==> src/rtl/pfrp_pkg.sv <==
// ----------------------------------------------------------------------------
// pfrp_pkg
// Shared types and codes of the page fault replacement policy core.
// ----------------------------------------------------------------------------
package pfrp_pkg;

  localparam int PAGE_IN_W  = 8;
  localparam int FRAME_OUT_W = 6;
  localparam int CFG_IDX_W  = 2;
  localparam int CFG_DATA_W = 16;
  localparam int LFSR_W     = 16;
  localparam int DIV_CNT_W  = 4;

  // result action codes
  typedef enum logic [1:0] {
    ACT_FILL    = 2'd0,
    ACT_REPLACE = 2'd1,
    ACT_UPGRADE = 2'd2,
    ACT_RANGE   = 2'd3
  } action_e;

  // page status encodings
  localparam logic [1:0] ST_NONE = 2'd0;
  localparam logic [1:0] ST_READ = 2'd1;
  localparam logic [1:0] ST_RW   = 2'd3;

  // policy codes (unused code behaves as fifo)
  localparam logic [1:0] POL_RANDOM = 2'd0;
  localparam logic [1:0] POL_FIFO   = 2'd1;
  localparam logic [1:0] POL_LEAST  = 2'd2;

  // register indexes
  localparam logic [CFG_IDX_W-1:0] REG_POLICY = 2'd0;
  localparam logic [CFG_IDX_W-1:0] REG_FRAMES = 2'd1;
  localparam logic [CFG_IDX_W-1:0] REG_PAGES  = 2'd2;
  localparam logic [CFG_IDX_W-1:0] REG_SEED   = 2'd3;

  // reset values
  localparam logic [1:0]        RST_POLICY = POL_FIFO;
  localparam logic [6:0]        RST_FRAMES = 7'd64;
  localparam logic [8:0]        RST_PAGES  = 9'd256;
  localparam logic [LFSR_W-1:0] RST_SEED   = 16'd44257;

  // datapath operations issued by the controller
  typedef enum logic [3:0] {
    OP_NONE,
    OP_CLEAR,
    OP_LATCH,
    OP_RANGE,
    OP_UPGRADE,
    OP_FILL,
    OP_FIFO,
    OP_RAND,
    OP_DIV,
    OP_INC,
    OP_SCAN,
    OP_SCAN_END,
    OP_OWN_RD,
    OP_EVICT,
    OP_MAP,
    OP_LOAD
  } dp_op_e;

  // datapath status seen by the controller
  typedef struct packed {
    logic       in_range;
    logic       resident;
    logic       has_free;
    logic [1:0] policy;
    logic       clr_last;
    logic       scan_last;
    logic       div_last;
    logic       out_free;
  } dp_status_t;

endpackage

==> src/rtl/pfrp_ctrl.sv <==
// ----------------------------------------------------------------------------
// pfrp_ctrl
// Sequencer: walks one fault through lookup, victim choice and remap.
// ----------------------------------------------------------------------------
module pfrp_ctrl
  import pfrp_pkg::*;
(
  input  logic       clk_i,
  input  logic       rst_ni,
  input  logic       in_valid_i,
  output logic       in_stall_o,
  input  dp_status_t stat_i,
  output dp_op_e     op_o
);

  typedef enum logic [3:0] {
    S_CLEAR,
    S_IDLE,
    S_LOOK,
    S_DIV,
    S_SCAN,
    S_SCAN_END,
    S_OWN,
    S_EVICT,
    S_MAP,
    S_DONE
  } state_e;

  state_e state_q, state_d;

  always_comb begin
    state_d = state_q;
    op_o    = OP_NONE;
    case (state_q)
      S_CLEAR: begin
        op_o = OP_CLEAR;
        if (stat_i.clr_last) state_d = S_IDLE;
      end
      S_IDLE: begin
        if (in_valid_i) begin
          op_o    = OP_LATCH;
          state_d = S_LOOK;
        end
      end
      S_LOOK: begin
        if (!stat_i.in_range) begin
          op_o    = OP_RANGE;
          state_d = S_DONE;
        end else if (stat_i.resident) begin
          op_o    = OP_UPGRADE;
          state_d = S_DONE;
        end else if (stat_i.has_free) begin
          op_o    = OP_FILL;
          state_d = S_DONE;
        end else if (stat_i.policy == POL_RANDOM) begin
          op_o    = OP_RAND;
          state_d = S_DIV;
        end else if (stat_i.policy == POL_LEAST) begin
          op_o    = OP_INC;
          state_d = S_SCAN;
        end else begin
          op_o    = OP_FIFO;
          state_d = S_OWN;
        end
      end
      S_DIV: begin
        op_o = OP_DIV;
        if (stat_i.div_last) state_d = S_OWN;
      end
      S_SCAN: begin
        op_o = OP_SCAN;
        if (stat_i.scan_last) state_d = S_SCAN_END;
      end
      S_SCAN_END: begin
        op_o    = OP_SCAN_END;
        state_d = S_OWN;
      end
      S_OWN: begin
        op_o    = OP_OWN_RD;
        state_d = S_EVICT;
      end
      S_EVICT: begin
        op_o    = OP_EVICT;
        state_d = S_MAP;
      end
      S_MAP: begin
        op_o    = OP_MAP;
        state_d = S_DONE;
      end
      S_DONE: begin
        if (stat_i.out_free) begin
          op_o    = OP_LOAD;
          state_d = S_IDLE;
        end
      end
      default: state_d = S_IDLE;
    endcase
  end

  always_ff @(posedge clk_i or negedge rst_ni) begin
    if (!rst_ni) begin
      state_q <= S_CLEAR;
    end else begin
      state_q <= state_d;
    end
  end

  assign in_stall_o = (state_q != S_IDLE);

endmodule

==> config.mk <==
export PLATFORM = sky130hd
export DESIGN_NAME = pfrp_ctrl
export DESIGN_NICKNAME = d
export VERILOG_FILES = /design/src/rtl/pfrp_pkg.sv /design/src/rtl/pfrp_ctrl.sv
export SDC_FILE = /design/constraint.sdc
export NUM_CORES = 1
export LEC_CHECK = 0
export BUFFER_PORTS_ARGS = -buffer_cell sky130_fd_sc_hd__buf_2
export CAP_MARGIN = 5
export CORE_AREA = 2 2 50 43
export CTS_CLUSTER_DIAMETER = 150
export CTS_CLUSTER_SIZE = 24
export DETAILED_ROUTE_END_ITERATION = 16
export DIE_AREA = 0 0 52 45
export PLACE_DENSITY = 0.56
export SYNTH_ARGS = -nofsm -noshare
export SYNTH_HDL_FRONTEND = slang
export SYNTH_SLANG_ARGS = --single-unit
export TNS_END_PERCENT = 100
==> constraint.sdc <==
create_clock -name clk_i -period 4.12 [get_ports clk_i]
set_input_delay 0.412 -clock clk_i [delete_from_list [all_inputs] [get_ports clk_i]]
set_output_delay 0.412 -clock clk_i [all_outputs]
set_load 0.02 [all_outputs]
==> out/results.tsv, run 1 <==
stage	metric	value	unit
outcome	status	finished clean	
critical_path	crit-path max FO	17	
floorplan	Top Ports	17	
clock_network	H-tree Lvls	1	
yosys	Post-synth EDFFs	0	
run	MaxCap Viol Count	0	
yosys	post-synthesis compound-gate area fraction	35.6	%
critical_path	RR Startpoint	state_q[1]$_DFFE_PN0P_	
route	DRC Markers	0	
route	Via density	4.83	
timing	RSZ-0062 raised after global routing	false	
layout	Final Non-Filler Cells	105	
yosys	Post-Synth XOR/XNOR Area	0	%
yosys	synthesized flop and latch total	4	
floorplan	Die Y	45	µm
route	met2 routed wirelength	462	µm
worst_hold_path	WHS Endpoint	state_q[2]$_DFFE_PN0P_	
timing	Tcrit/Tclk final	50.7	%
worst_hold_path	Worst Hold Launch	stat_i[2]	
critical_path	worst path arrival time	1.68	ns
timing	Tmin final	2.09	ns
place	Placed Cells	101	
clock_network	post_cts resized	0	
grt	first-pass GRT wire length	1.86	mm
yosys	top_reg_cell synth	dfrtp_1	
place	I/O Buffers	16	
floorplan	effective utilization at floorplan	28.8	%
route	drt first pass iters	4	
clock_network	Root Buffer	clkbuf_4	
clock_network	TritonCTS clock tree	done	
critical_path	CP Launch Point	state_q[0]$_DFFE_PN0P_	
critical_path	CP max stage cell	dfrtp_1	
yosys	area leader, netlist	dfrtp_1	
floorplan	Die ar.	2340	µm²
critical_path	most used cell, CP	a21oi_1	
yosys	Synthesized Nets	80	
critical_path	Critical path buffers and inverters	1	
worst_hold_path	Worst Hold Depth	2	
yosys	register area share after synthesis	19.2	%
place	routability cong.	0.792	
clock_network	clk slew on worst S/H paths	0.04	ns
timing	total negative slack	0	ns
yosys	Area contributors post-synth	dfrtp_1, a21oi_1, clkbuf_8	
floorplan	CORE AREA	1800	µm²
pwr	Sw Ratio	50.5	%
layout	Final nets	95	
critical_path	r2r setup slk	2.36	ns
yosys	Syn Inst Count	68	
grt	Tot GR Track Use	10.9	%
worst_hold_path	Hold WC Path Type	input pin to register	
yosys	ys async rst share	100	%
route	Initial DRC Count	7	
grt	vias in the first global route	414	
grt	grt total ovfl	0	
yosys	post-synthesis mux area share	2.16	%
pwr	Clock power frac	11.3	%
pwr	Sequential Power Share	29.9	%
timing	fmax	479	MHz
route	per-cell routed wire length	11.2	µm
clock_network	clock latency on the worst-skew pair	0.23	ns
timing	Layout Skew	0.00262	ns
critical_path	crit-path max cell delay	0.63	ns
timing	Final Max Slew Viols	0	
yosys	Synth Area in Adders	0	%
clock_network	# clock sinks	4	
route	routed vias	507	
route	Max Used Layer	met3	
yosys	simple-gate share of the synthesized area	30.0	%
layout	fillers	220	
clock_network	CTS Buffer Depth	2	
clock_network	total CTS buffers	3	
critical_path	critical path data required time	3.71	ns
route	final antenna-violating net count	0	
grt	largest net degree at the start of global routing	20	
yosys	Avg Inst Size Synth	7.65	µm²
critical_path	critical path endpoint category	output pin	
place	HPWL after DPL	878	µm
timing	# setup viols final	0	
layout	max reg flops	4	
pwr	Peak VDD IR	0.222	mV
clock_network	Post-CTS Setup Inserts	0	
yosys	YS warnings	0	
yosys	Synth top area share	19.2	%
critical_path	Setup crit start kind	register	
timing	Slew @ Worst Pin	0.553	ns
route	WL met1	653	µm
yosys	most instantiated cells after synthesis	a21oi_1, nand2_1, nor2_1	
route	routed wire length	1.18	mm
critical_path	cells along the critical path	a21oi_1 > or2_2 > a21oi_1 > a31o_2 > buf_2	
layout	Reg with most FFs	state_q	
pwr	Pint	214	µW
layout	largest registers	state_q (4)	
timing	Hold Vio Cnt, Final	0	
route	WL met3	58	µm
yosys	most common cell in the netlist	a21oi_1	
clock_network	cts hold-fix bufs	1	
timing	Slew headroom	62.2	%
pwr	power per cell area	721	nW/µm²
layout	diodes inserted	0	
yosys	largest family of logic cells by synthesized area	compound AO/OA/AOI/OAI gates	
critical_path	delay-heaviest family, CP	flip-flops	
pwr	Comb power frac	58.8	%
grt	antenna violations before repair	0	
critical_path	R2R cell count	4	
pwr	switching pwr	218	µW
critical_path	worst setup path class	register to output pin	
critical_path	Critical R2R Capture	state_q[0]$_DFFE_PN0P_	
floorplan	die extent in x	52	µm
floorplan	row cnt	14	
pwr	P_leak	0.253	nW
layout	layout overhead on the synthesized area	15.1	%
layout	layout cells sized above 1	29.6	%
yosys	count of unique library cells instantiated by Yosys	34	
yosys	post-synthesis cell area	520	µm²
[cell usage in the layout (no fill, tap or decap), types with 3 or more instances in the layout]
| cell | count |
|---|---|
| clkbuf_4 | 3 |
| a21oi_1 | 8 |
| buf_2 | 16 |
| nor2b_1 | 4 |
| nand2_1 | 5 |
| nand2b_1 | 3 |
| dfrtp_1 | 4 |
| nor2_1 | 5 |
| o21ai_0 | 3 |
[worst register-to-register path: cells and delay by family, from the launching register on]
family	cells	cell delay, ns
simple gates	1	0.30
compound gates	3	0.68
flops	1	0.66
[metrics by stage]
step,utilization [%],power (mW),setup WS (ns),cell area [µm²],hold slack [ns]
finish,33.2,0.432,2.03,599,0.394
global route,33.2,0.475,1.81,599,0.379
CTS,33.2,0.434,2.03,599,0.388
detailed placement,31.4,0.382,2.29,567,0.223
global placement,31.4,0.380,2.32,567,0.219
floorplan,-,0.358,2.37,520,0.116
[routing by layer]
layer | track usage [%] | vias up
li1 | - | 280
met1 | 18.0 | 214
met2 | 12.2 | 13
met3 | 1.32 | 0
met4 | 7.89 | 0
met5 | 0 | -
[layout make-up]
class	count	area, µm²	share of cell area (%)
clock buffer	3	22.5	3.76
sequential	4	100	16.7
multi-input combinational	56	353	58.9
timing repair buffer	17	90.1	15.0
tap	24	30.0	5.01
inverter	1	3.75	0.626
[worst max path at each step]
stage	end	slack, ns	depth (start not counted)
3_3_place_gp	op_o[1]	2.32	5
3_5_place_dp	op_o[1]	2.29	5
6_report	op_o[1]	2.03	5
5_1_grt	op_o[3]	1.81	4
2_1_floorplan	op_o[3]	2.37	4
4_1_cts	op_o[1]	2.03	5
[power by group through the flow]
stage          logic [mW]  clock network [mW]  registers, mW
3_5_place_dp        0.254                   0          0.128
4_1_cts             0.257              0.0512          0.126
3_3_place_gp        0.253                   0          0.127
6_report            0.254              0.0488          0.129
2_1_floorplan       0.294                   0         0.0640
5_1_grt             0.284              0.0561          0.136
[logic make-up after synthesis]
group,Yosys count
mux,1
simple gates,28
flops,4
compound gates,27
buf+inv,8
No activity file was read; power rests on OpenSTA's default activity.
==> run 2: changes to the inputs <==
- ABC_AREA: not set -> 1
- CORE_AREA: 2 2 50 43 -> 2 2 49 42
- DIE_AREA: 0 0 52 45 -> 0 0 51 44
- PLACE_DENSITY: 0.56 -> 0.59
- clock period: 4.12 -> 1.9 ns (I/O delays scaled with it)
==> out/results.tsv, run 2 <==
stage	metric	value	unit	change
outcome	status	finished clean		
timing	Layout Skew	0.00723	ns	+0.00461 ns
pwr	Total Power	952	µW	+120%
yosys	Syn Inst Count	95		+40%
critical_path	critical path endpoint category	output pin		
layout	most frequent cells in the layout	nand2_1, inv_1, buf_2		
layout	layout overhead on the synthesized area	28.4	%	
pwr	power per cell area	1470	nW/µm²	+100%
yosys	YS warnings	0		unchanged
timing	Worst Hold Margin	0.225	ns	-0.169 ns
timing	fmax	575	MHz	
critical_path	most used cell, CP	nand2_1		
floorplan	Die Y	44	µm	-2.2%
critical_path	worst path arrival time	1.55	ns	-0.13 ns
route	drt first pass iters	4		unchanged
route	routed vias	641		+26%
route	DRC Markers	0		unchanged
critical_path	worst setup path class	register to output pin		
floorplan	die extent in x	51	µm	-1.9%
timing	RSZ-0062 raised after global routing	false		
yosys	Synth top area share	24.6	%	+5.4 points
yosys	area leader, netlist	nand2_1		
timing	Tmin final	1.74	ns	
grt	first-pass GRT wire length	2.06	mm	+11%
grt	grt total ovfl	0		unchanged
yosys	post-synthesis cell area	503	µm²	-3.4%
layout	largest registers	state_q (4)		
run	MaxCap Viol Count	0		unchanged
critical_path	crit-path max FO	6		-11
yosys	Synthesized Nets	107		+34%
timing	Hold Vio Cnt, Final	0		unchanged
timing	# setup viols final	0		unchanged
layout	Final nets	129		+36%
yosys	Avg Inst Size Synth	5.29	µm²	-31%
timing	Slew @ Worst Pin	0.277	ns	-0.276 ns
worst_hold_path	Worst Hold Depth	4		+2
timing	Tcrit/Tclk final	91.5	%	
place	routability cong.	0.896		+13%
critical_path	critical path data required time	1.71	ns	-2.00 ns
critical_path	Critical path buffers and inverters	2		+1
floorplan	CORE AREA	1770	µm²	-1.9%
worst_hold_path	Worst Hold Launch	stat_i[2]		
critical_path	RR Startpoint	state_q[3]$_DFFE_PN0P_		
clock_network	H-tree Lvls	1		unchanged
yosys	most instantiated cells after synthesis	nand2_1, inv_1, nor2_1		
critical_path	crit-path max cell delay	0.41	ns	-0.22 ns
clock_network	Root Buffer	clkbuf_4		
yosys	most common cell in the netlist	nand2_1		
layout	diodes inserted	0		unchanged
layout	Reg with most FFs	state_q		
yosys	count of unique library cells instantiated by Yosys	16		-53%
timing	total negative slack	0	ns	unchanged
critical_path	Critical R2R Capture	state_q[1]$_DFFE_PN0P_		
yosys	Post-synth EDFFs	0		unchanged
route	Via density	4.61		-4.5%
layout	max reg flops	4		unchanged
place	HPWL after DPL	1.04	mm	+19%
critical_path	R2R cell count	8		+4
grt	antenna violations before repair	0		unchanged
critical_path	Setup crit start kind	register		
critical_path	r2r setup slk	0.62	ns	-1.74 ns
yosys	Area contributors post-synth	nand2_1, dfrtp_1, inv_1		
clock_network	clock latency on the worst-skew pair	0.24	ns	about the same
yosys	synthesized flop and latch total	4		unchanged
layout	commonest non-fill, non-tap cell in the layout	nand2_1		
grt	largest net degree at the start of global routing	8		-60%
yosys	top_reg_cell synth	dfrtp_1		
clock_network	clk slew on worst S/H paths	0.04	ns	about the same
worst_hold_path	Hold WC Path Type	input pin to register		
pwr	Peak VDD IR	0.430	mV	+94%
pwr	P_leak	0.398	nW	+57%
route	final antenna-violating net count	0		unchanged
floorplan	effective utilization at floorplan	28.4	%	-0.42 points
place	I/O Buffers	16		unchanged
clock_network	TritonCTS clock tree	done		
route	per-cell routed wire length	8.97	µm	-20%
grt	Tot GR Track Use	12.1	%	+1.2 points
clock_network	# clock sinks	4		unchanged
clock_network	total CTS buffers	3		unchanged
floorplan	Top Ports	17		unchanged
timing	Final Max Slew Viols	0		unchanged
yosys	ys async rst share	100	%	unchanged
critical_path	cells along the critical path	inv_1 > nand2_1 > nor2_4 > nand2_2 > o21ai_1 > nor2_1 > nand2_1 > buf_2		
critical_path	delay-heaviest family, CP	simple AND/OR/NAND/NOR gates		
clock_network	CTS Buffer Depth	2		unchanged
worst_hold_path	WHS Endpoint	state_q[2]$_DFFE_PN0P_		
floorplan	row cnt	14		unchanged
yosys	register area share after synthesis	19.9	%	+0.67 points
timing	Slew headroom	81.5	%	+19 points
route	routed wire length	1.25	mm	+6.1%
critical_path	CP max stage cell	dfrtp_1		
grt	vias in the first global route	525		+27%
floorplan	Die ar.	2240	µm²	-4.1%
layout	layout cells sized above 1	24.3	%	-5.3 points
route	Initial DRC Count	31		+24
## run 2: cell types whose count changed in the layout (fill, tap and decap cells not counted), moves of 4 or more
| cell | change |
|---|---|
| inv_1 | +15 |
| nor2_1 | +10 |
| nand2_1 | +28 |
| a21oi_1 | -7 |
| nand3_1 | +6 |
| nor2b_1 | -4 |
## run 2: timing repair
action                                 4_1_cts  5_1_grt
hold buffers                                 1        0
setup buffers                                0        0
gates resized for setup                      0        0
endpoints found under the hold margin        4        0
## run 2: cell type report
type	count	area [µm²]
repair buffers	17	90.1
flip-flops and latches	4	100
multi-input cells	73	335
well taps	24	30.0
fillers	190	1120
clock buffers	3	22.5
inverters	18	67.6
## run 2: through the flow
step                      utilization [%]  std cells  setup WS, ns  area [µm²]
after floorplan                         -         95         0.612         503
after CTS                            36.5        139         0.172         646
after detailed placement             34.7        135         0.428         613
final                                36.5        139         0.161         646
after global placement               34.7        135         0.455         613
after global routing                 36.5        139        0.0406         646
## run 2: logic make-up (layout without fill, tap and decap cells)
| group | Yosys count | count (layout) | share of synthesized area [%] |
|---|---|---|---|
| flip-flops | 4 | 4 | 19.9 |
| buffers and inverters | 18 | 38 | 13.4 |
| AND/OR/NAND/NOR | 67 | 67 | 60.0 |
| AO/OA/AOI/OAI | 6 | 6 | 6.71 |
## run 2: where the power goes
group,leakage [nW],switching (mW),internal [mW]
Sequential,0.0510,0.0497,0.122
Combinational,0.333,0.444,0.231
Clock,0.0138,0.0347,0.0706
## run 2: layer usage
layer / up-vias / share of wire (%) / GRT usage (%)
li1: 333 / - / -
met1: 283 / 48 / 16.6
met2: 22 / 47 / 19.0
met3: 3 / 3.8 / 2.07
met4: 0 / 1.4 / 4.86
met5: - / 0 / 0
## run 2: worst max path at each step
stage,cells past startpoint,slack (ns),startpoint,end
global route,8,0.04,state_q[3]$_DFFE_PN0P_,op_o[3]
CTS,8,0.17,state_q[3]$_DFFE_PN0P_,op_o[3]
global placement,8,0.46,state_q[3]$_DFFE_PN0P_,op_o[3]
floorplan,7,0.61,state_q[3]$_DFFE_PN0P_,op_o[3]
finish,8,0.16,state_q[3]$_DFFE_PN0P_,op_o[3]
detailed placement,8,0.43,state_q[3]$_DFFE_PN0P_,op_o[3]
## run 2: worst min-delay path: stages
cell and delay, ns:
buf_2 0.08, inv_1 0.03, nand2_1 0.07, nand2_1 0.06
